**src/rtl/cpf_pkg.sv**
```systemverilog
// Package for the closest point pair finder.
// Holds the token that travels along the cell chain and shared helpers.
// Used by cpf_cell, cpf_tail and closest_point_pair_finder.
`timescale 1ns / 1ps

package cpf_pkg;

	localparam int COORD_W   = 16;
	localparam int SQ_W      = 32;
	localparam int SUM_W     = 33;
	localparam int BEST_W    = 34;
	localparam int OUT_IDX_W = 8;

	localparam logic [BEST_W-1:0] DIST_INIT = '1;

	typedef struct packed {
		logic                      valid;
		logic                      is_point;
		logic                      last;
		logic                      found;
		logic                      overflow;
		logic signed [COORD_W-1:0] x;
		logic signed [COORD_W-1:0] y;
		logic [BEST_W-1:0]         best_dist;
		logic signed [COORD_W-1:0] best_x;
		logic signed [COORD_W-1:0] best_y;
		logic                      pend_valid;
		logic [SQ_W-1:0]           pend_dx2;
		logic [SQ_W-1:0]           pend_dy2;
		logic signed [COORD_W-1:0] pend_x;
		logic signed [COORD_W-1:0] pend_y;
	} cpf_tok_t;

	function automatic logic [SUM_W-1:0] pend_sum(input logic [SQ_W-1:0] a,
			input logic [SQ_W-1:0] b);
		return {1'b0, a} + {1'b0, b};
	endfunction

	function automatic logic [SQ_W-1:0] sq_diff(input logic signed [COORD_W-1:0] a,
			input logic signed [COORD_W-1:0] b);
		logic [COORD_W:0] d;
		logic [COORD_W:0] m;
		d = {a[COORD_W-1], a} - {b[COORD_W-1], b};
		m = d[COORD_W] ? (~d + 1'b1) : d;
		return m[COORD_W-1:0] * m[COORD_W-1:0];
	endfunction

endpackage

```
**src/rtl/cpf_cell.sv**
```systemverilog
// One cell of the comparison chain: stores one point and compares passing items.
// Depends on cpf_pkg for the chain token and the distance helpers.
`timescale 1ns / 1ps

module cpf_cell #(
	parameter int CELL_INDEX = 0,
	parameter int IDX_W      = 8
) (
	input  logic                 clk,
	input  logic                 arst_n,
	input  logic                 adv,
	input  cpf_pkg::cpf_tok_t    tok_i,
	input  logic [IDX_W-1:0]     idx_i,
	input  logic [IDX_W-1:0]     best_idx_i,
	input  logic [IDX_W-1:0]     pend_idx_i,
	output cpf_pkg::cpf_tok_t    tok_o,
	output logic [IDX_W-1:0]     idx_o,
	output logic [IDX_W-1:0]     best_idx_o,
	output logic [IDX_W-1:0]     pend_idx_o
);
	import cpf_pkg::*;

	localparam logic [IDX_W-1:0] KI = IDX_W'(CELL_INDEX);

	logic signed [COORD_W-1:0] x_q;
	logic signed [COORD_W-1:0] y_q;
	logic                      valid_q;
	cpf_tok_t                  tok_q;
	logic [IDX_W-1:0]          idx_q;
	logic [IDX_W-1:0]          best_idx_q;
	logic [IDX_W-1:0]          pend_idx_q;

	logic [SUM_W-1:0]          sum;
	logic                      better;
	logic                      cmp;
	cpf_tok_t                  tok_n;
	logic [IDX_W-1:0]          best_idx_n;

	always_comb begin
		sum        = pend_sum(tok_i.pend_dx2, tok_i.pend_dy2);
		better     = tok_i.pend_valid && ({1'b0, sum} < tok_i.best_dist);
		cmp        = tok_i.valid && tok_i.is_point && (KI < idx_i);
		tok_n      = tok_i;
		best_idx_n = best_idx_i;
		if (better) begin
			tok_n.best_dist = {1'b0, sum};
			tok_n.best_x    = tok_i.pend_x;
			tok_n.best_y    = tok_i.pend_y;
			best_idx_n      = pend_idx_i;
		end
		tok_n.pend_valid = cmp;
		tok_n.pend_dx2   = sq_diff(tok_i.x, x_q);
		tok_n.pend_dy2   = sq_diff(tok_i.y, y_q);
		tok_n.pend_x     = x_q;
		tok_n.pend_y     = y_q;
	end

	always_ff @(posedge clk or negedge arst_n) begin
		if (!arst_n) begin
			valid_q <= 1'b0;
		end else if (adv) begin
			valid_q <= tok_i.valid;
		end
	end

	always_ff @(posedge clk) begin
		if (adv) begin
			tok_q      <= tok_n;
			idx_q      <= idx_i;
			best_idx_q <= best_idx_n;
			pend_idx_q <= KI;
			if (tok_i.valid && tok_i.is_point && (idx_i == KI)) begin
				x_q <= tok_i.x;
				y_q <= tok_i.y;
			end
		end
	end

	always_comb begin
		tok_o       = tok_q;
		tok_o.valid = valid_q;
	end

	assign idx_o      = idx_q;
	assign best_idx_o = best_idx_q;
	assign pend_idx_o = pend_idx_q;

endmodule

```
**config.mk**
```make
export PLATFORM = sky130hd
export DESIGN_NAME = cpf_cell
export DESIGN_NICKNAME = d
export VERILOG_FILES = /design/src/rtl/cpf_pkg.sv /design/src/rtl/cpf_cell.sv
export SDC_FILE = /design/constraint.sdc
export NUM_CORES = 1
export LEC_CHECK = 0
export BUFFER_PORTS_ARGS = -buffer_cell sky130_fd_sc_hd__buf_2
export CAP_MARGIN = 40
export CORE_MARGIN = 2
export CORE_UTILIZATION = 57
export CTS_CLUSTER_DIAMETER = 30
export DETAILED_ROUTE_END_ITERATION = 12
export HOLD_SLACK_MARGIN = 0.03
export PLACE_DENSITY_LB_ADDON = 0.08
export SLEW_MARGIN = 20
export SYNTH_ARGS = -nofsm -noshare
export SYNTH_HDL_FRONTEND = slang
export SYNTH_SLANG_ARGS = --single-unit
```
**constraint.sdc**
```tcl
create_clock -name clk -period 10.4 [get_ports clk]
set_clock_uncertainty 0.15 [all_clocks]
set_input_delay 2.08 -clock clk [delete_from_list [all_inputs] [get_ports clk]]
set_output_delay 2.08 -clock clk [all_outputs]
set_load 0.02 [all_outputs]
```
==> impl_metrics.csv <==
group,metric,value,unit
status,outcome,"complete, no violations",
synthesis,synth_edf_count,245,
routing,drc_errors,0,
global_routing,overflow,0,
sta,tightest_slew,873,ps
synthesis,synth_top_area_frac,0.270,
synthesis,yosys.cell_types.count,83,
synthesis,ys_seq_area_frac,0.271,
placed_design,dp.cells,4078,
setup_path,cpPeakStageDelay,530,ps
placed_design,dpl.hpwl,59700,µm
cts,clk_pin_slew_worst_paths,50,ps
cells_and_area,fin_area,0.0364,mm²
setup_path,reg2reg_depth,37,
cts,tritoncts.num_buffers,55,
routing,vias_per_cell,5.30,
floorplan,ios,451,
synthesis,synthTopCellsByArea,"edfxtp_1, fa_1, ha_1, inv_1, xnor2_1",
cts,ctsHoldBuffers,0,
global_routing,grt_pass1_wl,117000,µm
cells_and_area,final_core_utilization,0.768,
run,max_cap_violations,0,
min_path,min_path_type,"register to register",
routing,wl,73400,µm
global_routing,grt.total_usage,0.300,
synthesis,ys.flop_type,"edfxtp_1",
cells_and_area,final_nets,4408,
synthesis,synth_most_common_cell,"inv_1",
placed_design,finalWeightedCongestion,0.922,
routing,wl_per_cell,17.4,µm
setup_path,worstSetupPathType,"input pin to register",
sta,slew_headroom,0.409,
cts,root_buffer,"clkbuf_16",
sta,period_share,0.995,
setup_path,crit_fanout,7,
floorplan,initial_utilization,0.574,
cts,cts.sinks,246,
synthesis,synth_area_per_cell,10.2,µm²
cts,cts.htree.levels,2,
setup_path,critPathCaptureType,"register",
routing,drt_iter0_markers,1122,
global_routing,antenna_found_initial,6,
synthesis,yosysTopAreaCell,"edfxtp_1",
global_routing,grt_max_degree,83,
cells_and_area,layout-drive-gt1-share,0.343,
cts,cts_tree,"done",
sta,finalHoldViolCount,0,
sta,setup_viol,0,
setup_path,cpMostUsedCell,"fa_1",
synthesis,synthArstFlopShare,0.00407,
placed_design,place_area,0.0334,mm²
cts,clk_path_buf_depth,3,
floorplan,die_h,223,µm
sta,period_needed,10350,ps
setup_path,required,10580,ps
cells_and_area,area_delta_synth_final,33.7,%
routing,vias,22400,
synthesis,synthCells,2663,
routing,ant_nets,0,
cells_and_area,nFillCells,3333,
placed_design,port_buffers,440,
sta,drv_slew,0,
floorplan,rows,80,
sta,rsz0062_at_grt,"true",
setup_path,cp.arrival,10540,ps
synthesis,yosysWarnings,0,
setup_path,critPathSlowestCell,"fa_1",
cts,clock_latency,600,ps
floorplan,die_area,0.0496,mm²
floorplan,die_x,223,µm
cells_and_area,stdcell_count,4228,
synthesis,synth-seq-cells,246,
global_routing,grt_pass1_vias,23700,
synthesis,netlist_area,0.0272,mm²
sta,max_freq,96.6,MHz
setup_path,worstSetupStartpointType,"input pin",
min_path,min_path_cells,0,
floorplan,core,0.0474,mm²
synthesis,yosys-top-cells-count,"inv_1, fa_1, ha_1",
routing,drtPass1Iterations,5,
-- per-stage QoR --
stage | hold WS [ps] | setup WS (ps) | setup TNS [ps]
finish | 294 | 46.9 | 0
global placement | 285 | -890 | -6390
detailed placement | 287 | -1080 | -9010
global route | 306 | -171 | -602
CTS | 290 | -14.3 | -14.3
floorplan | 276 | 3.09 | 0
-- cells by family after synthesis --
kind of cell	Yosys count	synth area share
AO/OA/AOI/OAI	398	0.0968
adder cells (fa/ha/maj)	619	0.375
flip-flops	246	0.271
other	1	0.000138
multiplexers	56	0.0231
buffers and inverters	629	0.0890
XOR/XNOR	145	0.0466
AND/OR/NAND/NOR	569	0.0980
-- cells in the final DEF (no fill, tap or decap), types with 10 or more instances in the layout --
cell	instances
fa_2	12
a21o_1	53
buf_6	10
nand2_2	14
a211oi_1	10
nor2_1	168
inv_2	16
o21bai_1	22
nand2b_1	22
and2_1	13
xnor2_1	81
ha_4	15
nand2_1	154
nor3_1	28
conb_1	10
ha_1	271
mux2_2	54
nand4_1	16
clkinvlp_4	12
a21oi_2	10
a31oi_1	11
o21ai_0	68
o21a_1	15
nor2_2	23
fa_1	319
xor2_1	45
nor2b_1	18
a21oi_1	92
inv_1	547
clkbuf_16	56
nand3_1	27
buf_2	437
edfxtp_1	245
buf_4	434
-- final timing paths --
check / from / endpoint / slack (ps)
setup / recovery: tok_i[179] / tok_o[95] / 50
min in group asynchronous: arst_n / valid_q / 1090
setup reg to reg: x_q[2] / tok_o[95] / 1230
hold / removal: x_q[7] / tok_o[23] / 290
max in group asynchronous: arst_n / valid_q / 8930
hold reg to reg: x_q[7] / tok_o[23] / 290
-- critical path: cells and delay by family --
kind | cells | cell delay, ps
AND/OR/NAND/NOR | 5 | 630
buffers and inverters | 10 | 1120
AO/OA/AOI/OAI | 13 | 3030
adder cells (fa/ha/maj) | 9 | 3300
XOR/XNOR | 2 | 340
-- per-layer routing --
| layer | track usage | up-vias | share of wire |
|---|---|---|---|
| li1 | - | 10600 | - |
| met1 | 0.375 | 10900 | 0.40 |
| met2 | 0.514 | 786 | 0.49 |
| met3 | 0.0537 | 144 | 0.071 |
| met4 | 0.123 | 0 | 0.038 |
| met5 | 0.00391 | - | 0 |
-- flip-flops by register name (all words and copies together), names as in the netlist --
register / count
tok_o: 197
x_q: 16
y_q: 16
best_idx_o: 8
idx_o: 8
valid_q: 1
-- layout make-up --
| class | instances | area, µm² | share of cell area |
|---|---|---|---|
| antenna | 5 | 12.5 | 0.000343 |
| clock buffer | 63 | 1430 | 0.0392 |
| clock inverter | 40 | 370 | 0.0102 |
| inverter | 572 | 2160 | 0.0593 |
| multi-input combinational | 1798 | 18600 | 0.510 |
| sequential | 246 | 7380 | 0.203 |
| tap | 615 | 769 | 0.0211 |
| timing repair buffer | 889 | 5730 | 0.157 |
-- what timing repair did --
action / in CTS / in global routing
setup endpoints to repair: 6 / 15
gates cloned: 0 / 1
gates resized for setup: 14 / 174
buffers inserted: 2 / 39
pin swaps: 9 / 109
Power is not shown: default switching activity piles up to over one toggle a cycle in this logic, so the estimate is an artifact.
