[src/rtl/cpf_pkg.sv]
// Package for the closest point pair finder.
// Holds the token that travels along the cell chain and shared helpers.
// Used by cpf_cell, cpf_tail and closest_point_pair_finder.
`timescale 1ns / 1ps

package cpf_pkg;

	localparam int COORD_W   = 16;
	localparam int SQ_W      = 32;
	localparam int SUM_W     = 33;
	localparam int BEST_W    = 34;
	localparam int OUT_IDX_W = 8;

	localparam logic [BEST_W-1:0] DIST_INIT = '1;

	typedef struct packed {
		logic                      valid;
		logic                      is_point;
		logic                      last;
		logic                      found;
		logic                      overflow;
		logic signed [COORD_W-1:0] x;
		logic signed [COORD_W-1:0] y;
		logic [BEST_W-1:0]         best_dist;
		logic signed [COORD_W-1:0] best_x;
		logic signed [COORD_W-1:0] best_y;
		logic                      pend_valid;
		logic [SQ_W-1:0]           pend_dx2;
		logic [SQ_W-1:0]           pend_dy2;
		logic signed [COORD_W-1:0] pend_x;
		logic signed [COORD_W-1:0] pend_y;
	} cpf_tok_t;

	function automatic logic [SUM_W-1:0] pend_sum(input logic [SQ_W-1:0] a,
			input logic [SQ_W-1:0] b);
		return {1'b0, a} + {1'b0, b};
	endfunction

	function automatic logic [SQ_W-1:0] sq_diff(input logic signed [COORD_W-1:0] a,
			input logic signed [COORD_W-1:0] b);
		logic [COORD_W:0] d;
		logic [COORD_W:0] m;
		d = {a[COORD_W-1], a} - {b[COORD_W-1], b};
		m = d[COORD_W] ? (~d + 1'b1) : d;
		return m[COORD_W-1:0] * m[COORD_W-1:0];
	endfunction

endpackage

[src/rtl/cpf_tail.sv]
// End of the chain: settles the last comparison, merges each item's best pair
// into the set's best in arrival order, and holds the result register.
// Depends on cpf_pkg.
`timescale 1ns / 1ps

module cpf_tail #(
	parameter int IDX_W = 8
) (
	input  logic                                  clk,
	input  logic                                  arst_n,
	input  cpf_pkg::cpf_tok_t                     tok_i,
	input  logic [IDX_W-1:0]                      idx_i,
	input  logic [IDX_W-1:0]                      best_idx_i,
	input  logic [IDX_W-1:0]                      pend_idx_i,
	input  logic                                  out_stall,
	output logic                                  adv,
	output logic                                  out_valid,
	output logic                                  found,
	output logic                                  overflow,
	output logic [cpf_pkg::OUT_IDX_W-1:0]         first_index,
	output logic [cpf_pkg::OUT_IDX_W-1:0]         second_index,
	output logic signed [cpf_pkg::COORD_W-1:0]    first_x,
	output logic signed [cpf_pkg::COORD_W-1:0]    first_y,
	output logic signed [cpf_pkg::COORD_W-1:0]    second_x,
	output logic signed [cpf_pkg::COORD_W-1:0]    second_y,
	output logic [cpf_pkg::SUM_W-1:0]             dist_squared
);
	import cpf_pkg::*;

	logic                      s1_valid;
	logic                      s1_point;
	logic                      s1_last;
	logic                      s1_found;
	logic                      s1_overflow;
	logic [BEST_W-1:0]         s1_dist;
	logic [IDX_W-1:0]          s1_fidx;
	logic signed [COORD_W-1:0] s1_fx;
	logic signed [COORD_W-1:0] s1_fy;
	logic [IDX_W-1:0]          s1_sidx;
	logic signed [COORD_W-1:0] s1_sx;
	logic signed [COORD_W-1:0] s1_sy;

	logic [BEST_W-1:0]         g_dist_q;
	logic [IDX_W-1:0]          g_fidx_q;
	logic [IDX_W-1:0]          g_sidx_q;
	logic signed [COORD_W-1:0] g_fx_q;
	logic signed [COORD_W-1:0] g_fy_q;
	logic signed [COORD_W-1:0] g_sx_q;
	logic signed [COORD_W-1:0] g_sy_q;

	logic                      out_valid_q;
	logic                      found_q;
	logic                      overflow_q;
	logic [OUT_IDX_W-1:0]      fidx_q;
	logic [OUT_IDX_W-1:0]      sidx_q;
	logic signed [COORD_W-1:0] fx_q;
	logic signed [COORD_W-1:0] fy_q;
	logic signed [COORD_W-1:0] sx_q;
	logic signed [COORD_W-1:0] sy_q;
	logic [SUM_W-1:0]          dist_q;

	logic [SUM_W-1:0]          sum;
	logic                      pend_better;
	logic                      take;
	logic                      deliver;
	logic [BEST_W-1:0]         m_dist;
	logic [IDX_W-1:0]          m_fidx;
	logic [IDX_W-1:0]          m_sidx;
	logic signed [COORD_W-1:0] m_fx;
	logic signed [COORD_W-1:0] m_fy;
	logic signed [COORD_W-1:0] m_sx;
	logic signed [COORD_W-1:0] m_sy;

	assign adv     = !(out_valid_q && out_stall && s1_valid && s1_last);
	assign deliver = adv && s1_valid && s1_last;

	always_comb begin
		sum         = pend_sum(tok_i.pend_dx2, tok_i.pend_dy2);
		pend_better = tok_i.pend_valid && ({1'b0, sum} < tok_i.best_dist);
		take        = s1_valid && s1_point && (s1_dist < g_dist_q);
		m_dist      = take ? s1_dist : g_dist_q;
		m_fidx      = take ? s1_fidx : g_fidx_q;
		m_sidx      = take ? s1_sidx : g_sidx_q;
		m_fx        = take ? s1_fx : g_fx_q;
		m_fy        = take ? s1_fy : g_fy_q;
		m_sx        = take ? s1_sx : g_sx_q;
		m_sy        = take ? s1_sy : g_sy_q;
	end

	always_ff @(posedge clk or negedge arst_n) begin
		if (!arst_n) begin
			s1_valid <= 1'b0;
		end else if (adv) begin
			s1_valid <= tok_i.valid;
		end
	end

	always_ff @(posedge clk) begin
		if (adv) begin
			s1_point    <= tok_i.is_point;
			s1_last     <= tok_i.last;
			s1_found    <= tok_i.found;
			s1_overflow <= tok_i.overflow;
			s1_sidx     <= idx_i;
			s1_sx       <= tok_i.x;
			s1_sy       <= tok_i.y;
			s1_dist     <= pend_better ? {1'b0, sum} : tok_i.best_dist;
			s1_fidx     <= pend_better ? pend_idx_i : best_idx_i;
			s1_fx       <= pend_better ? tok_i.pend_x : tok_i.best_x;
			s1_fy       <= pend_better ? tok_i.pend_y : tok_i.best_y;
		end
	end

	always_ff @(posedge clk or negedge arst_n) begin
		if (!arst_n) begin
			g_dist_q <= DIST_INIT;
			g_fidx_q <= '0;
			g_sidx_q <= '0;
		end else if (adv && s1_valid) begin
			if (s1_last) begin
				g_dist_q <= DIST_INIT;
				g_fidx_q <= '0;
				g_sidx_q <= '0;
			end else begin
				g_dist_q <= m_dist;
				g_fidx_q <= m_fidx;
				g_sidx_q <= m_sidx;
			end
		end
	end

	always_ff @(posedge clk) begin
		if (adv && s1_valid && !s1_last) begin
			g_fx_q <= m_fx;
			g_fy_q <= m_fy;
			g_sx_q <= m_sx;
			g_sy_q <= m_sy;
		end
	end

	always_ff @(posedge clk or negedge arst_n) begin
		if (!arst_n) begin
			out_valid_q <= 1'b0;
		end else if (deliver) begin
			out_valid_q <= 1'b1;
		end else if (!out_stall) begin
			out_valid_q <= 1'b0;
		end
	end

	always_ff @(posedge clk) begin
		if (deliver) begin
			found_q    <= s1_found;
			overflow_q <= s1_overflow;
			if (s1_found) begin
				fidx_q <= OUT_IDX_W'(m_fidx);
				sidx_q <= OUT_IDX_W'(m_sidx);
				fx_q   <= m_fx;
				fy_q   <= m_fy;
				sx_q   <= m_sx;
				sy_q   <= m_sy;
				dist_q <= m_dist[SUM_W-1:0];
			end else begin
				fidx_q <= '0;
				sidx_q <= '0;
				fx_q   <= '0;
				fy_q   <= '0;
				sx_q   <= '0;
				sy_q   <= '0;
				dist_q <= '0;
			end
		end
	end

	assign out_valid    = out_valid_q;
	assign found        = found_q;
	assign overflow     = overflow_q;
	assign first_index  = fidx_q;
	assign second_index = sidx_q;
	assign first_x      = fx_q;
	assign first_y      = fy_q;
	assign second_x     = sx_q;
	assign second_y     = sy_q;
	assign dist_squared = dist_q;

`ifndef SYNTHESIS
	a_stall_only_when_full: assert property (@(posedge clk) disable iff (!arst_n)
		!adv |-> (out_valid_q && s1_valid && s1_last))
		else $error("chain held without a waiting result");

	a_empty_set_zero: assert property (@(posedge clk) disable iff (!arst_n)
		(out_valid && !found) |-> (dist_squared == '0 && first_index == '0
			&& second_index == '0))
		else $error("result without a pair carries nonzero fields");

	a_found_dist: assert property (@(posedge clk) disable iff (!arst_n)
		(adv && s1_valid && s1_last && s1_found) |-> (m_dist != DIST_INIT))
		else $error("set with two points closed without a pair");
`endif

endmodule

[config.mk]
export PLATFORM = sky130hd
export DESIGN_NAME = cpf_tail
export DESIGN_NICKNAME = d
export VERILOG_FILES = /design/src/rtl/cpf_pkg.sv /design/src/rtl/cpf_tail.sv
export SDC_FILE = /design/constraint.sdc
export NUM_CORES = 1
export LEC_CHECK = 0
export BUFFER_PORTS_ARGS = -buffer_cell sky130_fd_sc_hd__buf_2
export CAP_MARGIN = 20
export CORE_ASPECT_RATIO = 1.75
export CORE_MARGIN = 1
export CORE_UTILIZATION = 40
export CTS_BUF_LIST = sky130_fd_sc_hd__clkbuf_16
export DETAILED_ROUTE_END_ITERATION = 6
export HOLD_SLACK_MARGIN = 0.02
export SLEW_MARGIN = 20
export SYNTH_ARGS = -nofsm -noshare
export SYNTH_HDL_FRONTEND = slang
export SYNTH_SLANG_ARGS = --single-unit
export TNS_END_PERCENT = 30
[constraint.sdc]
create_clock -name clk -period 7.1 [get_ports clk]
set_input_delay 0 -clock clk [delete_from_list [all_inputs] [get_ports clk]]
set_output_delay 0 -clock clk [all_outputs]
set_load 0.1 [all_outputs]
==> flow_summary.ini <==
[drt]
drc_errors = 0
antenna_left = 0
viasPerCell = 5.14
routed_wl_um = 41900
wl_per_cell_um = 18.1
dr_total_vias = 11900
drt_iter0_markers = 481
dr.pass1.iters = 5

[placed_design]
placed_cell_area_mm2 = 0.0192
dpl.hpwl_um = 28500
portBuffers = 343
place_congestion = 0.842
pre_cts_ws_ps = 2030

[clock_network]
clk_latency_ps = 520
cts_sinks = 349
clock_path_buffers = 3
cts_tree = yes
htreeDepth = 2
cts-root-buf = clkbuf_16
cts-buffers-inserted = 34
cts.clk_slew.worst_paths_ps = 60

[setup_path]
r2r_start = g_dist_q[2]
cp_num_buf_inv = 3
start_kind = input pin
crit_fanout = 39
critPathMostFrequentCell = ha_1
critPathArrivalTime_ps = 5330
cp_slowest_stage_delay_ps = 570
crit_required_ps = 7370
cp_top_family = compound AO/OA/AOI/OAI gates
crit_path_start = tok_i[32]
crit_path_cell_trace = buf_2 > ha_1 > fa_1 > a211oi_2 > o21ai_1 > a211o_1 > a21oi_4 > o21ai_2 > nor2b_4 > a311oi_2 > xnor2_1 > ha_1 > nand4_1 > nor4_1 > a22o_1 > a2111oi_0 > nand3_1 > a31oi_1 > o221ai_4 > buf_4 > mux2_1 > dlygate4sd3_1
critical_path_class = input pin to flip-flop
worstSetupEndpointType = flip-flop
critical-path-slowest-cell = dlygate4sd3_1

[synthesis]
syn_area_mm2 = 0.0170
syn-instance-count = 1227
synth_area_leader_cell = edfxtp_1
synth_cell_types = 63
syn_area_per_cell_um2 = 13.8
synth_edf_count = 297
synth-seq-cells = 349
yosysTopAreaCellShare_pct = 52.6
synthesis.nets = 1552
ys_seq_area_share_pct = 60.5
async_reset_ff_share_pct = 14.9
synthFlopType = edfxtp_1
yosysWarnings = 0
netlist_top_cells_area = edfxtp_1 53%, ha_1 7.2%, mux2_1 5.6%

[sta]
setup_viol = 0
finalHoldViolations = 0
post-route-period-util_pct = 71.3
tightestPinTransition_ps = 973
grt_setup_unrepaired = no
fmax_ghz = 0.198
slew_headroom_pct = 35.1
layout_setup_ws_ps = 2040
maxSlewViolCount = 0
fin_skew_ps = 17.6
fin_crit_ps = 5060

[floorplan]
dieArea_mm2 = 0.0432
num_rows = 99
ioPinCount = 344
die_w_um = 158
die_h_um = 274
coreArea_mm2 = 0.0417
start_util_pct = 40.6

[global_routing]
grt.total_usage_pct = 19.4
antenna_found_initial = 2
grt_pass1_vias = 12400
overflow = 0
grt_pass1_wl_um = 64300
grt_max_degree = 73

[finish]
final_cell_area_mm2 = 0.0221
layout-area-overhead-vs-synth_pct = 30.6
nNetsFinal = 2054
drive_gt1_share_pct = 29.5
final_cell_mix = 343 x buf_2, 297 x edfxtp_1, 164 x dlygate4sd3_1
final_common_cell = buf_2

[pwr]
ir_worst_vdd_mv = 0.186
leakagePower_nw = 9.33
power_density_mw_per_mm2 = 263

[run_status]
status = finished, final reports clean

[min_path]
hold_path_class = input pin to flip-flop
min_from = tok_i[95]

[run]
maxCapViolCount = 0
## power by group
group	internal [mW]	switching [mW]
combinational	0.460	0.800
clock	1.20	0.788
sequential	2.48	0.0941
## synth_stat cells (25+ instances only)
master      n
a21o_1     25
a21oi_1    56
and2_1     66
buf_2      29
dfstp_2    34
edfxtp_1  297
ha_1       97
inv_1      73
mux2_1     85
mux2_2     47
nand2_1    78
nor2_1     25
o311a_1    33
o32a_1     32
## kinds of logic after synthesis
| logic type | Yosys count | share of synthesized area (%) |
|---|---|---|
| AO/OA/AOI/OAI | 251 | 11.5 |
| XOR/XNOR | 28 | 1.45 |
| adder cells (fa/ha/maj) | 98 | 7.28 |
| buffers and inverters | 132 | 3.36 |
| flip-flops | 349 | 60.5 |
| multiplexers | 132 | 8.77 |
| AND/OR/NAND/NOR | 237 | 7.11 |
## repair_timing
| item | 4_1_cts | 5_1_grt |
|---|---|---|
| gates resized for setup | 0 | 0 |
| hold endpoints to repair | 153 | 0 |
| buffers inserted | 0 | 0 |
| hold buffers | 164 | 0 |
## routing by layer
layer	share of wire [%]	vias up	global-route usage, %	wire length (um)
met5	0	-	0	0
li1	-	5653	-	-
met1	38	5800	20.9	15800
met2	53	340	36.7	22400
met4	3.9	0	8.41	1640
met3	5.0	86	3.08	2100
## per-stage QoR
| step | cells | hold slack [ps] | power [mW] | util, % | setup TNS [ps] |
|---|---|---|---|---|---|
| 6_report | 2312 | 114 | 5.83 | 53.0 | 0 |
| 5_1_grt | 2312 | 138 | 6.07 | 53.0 | 0 |
| 4_1_cts | 2310 | 84.3 | 5.90 | 53.0 | 0 |
| 3_5_place_dp | 2084 | 179 | 3.79 | 46.1 | 0 |
| 3_3_place_gp | 2084 | 176 | 3.77 | 46.1 | 0 |
| 2_1_floorplan | 1227 | -296 | 3.48 | - | -7370 |
## sequential cells by signal, summed over array words and instances, names as in the netlist, 16 cells and up
signal,count
dist_squared,33
first_x,16
first_y,16
g_dist_q,34
g_fx_q,16
g_fy_q,16
g_sx_q,16
g_sy_q,16
s1_dist,34
s1_fx,16
s1_fy,16
s1_sx,16
s1_sy,16
second_x,16
second_y,16
## final timing paths
| check | endpoint | slack (ps) | depth (start not counted) |
|---|---|---|---|
| setup / recovery | s1_fx[3] | 2040 | 22 |
| max in group asynchronous | out_valid | 6370 | 3 |
| hold reg to reg | overflow | 430 | 0 |
| hold / removal | s1_dist[31] | 110 | 4 |
| min in group asynchronous | g_fidx_q[4] | 180 | 3 |
| setup reg to reg | g_fidx_q[1] | 3260 | 11 |
## final cells by class
cell class | count | area (um^2)
Clock buffer | 35 | 876
Inverter | 74 | 278
Antenna cell | 2 | 5.00
Multi-Input combinational cell | 746 | 6170
Fill cell | 3579 | 19600
Clock inverter | 27 | 364
Tap cell | 555 | 694
Timing Repair Buffer | 524 | 3490
Sequential cell | 349 | 10300
## tightest hold or removal path, stage by stage
cell	delay (ps)
buf_2	80
ha_1	150
o21a_1	150
o31ai_1	80
No activity file was read; power rests on OpenSTA's default activity.
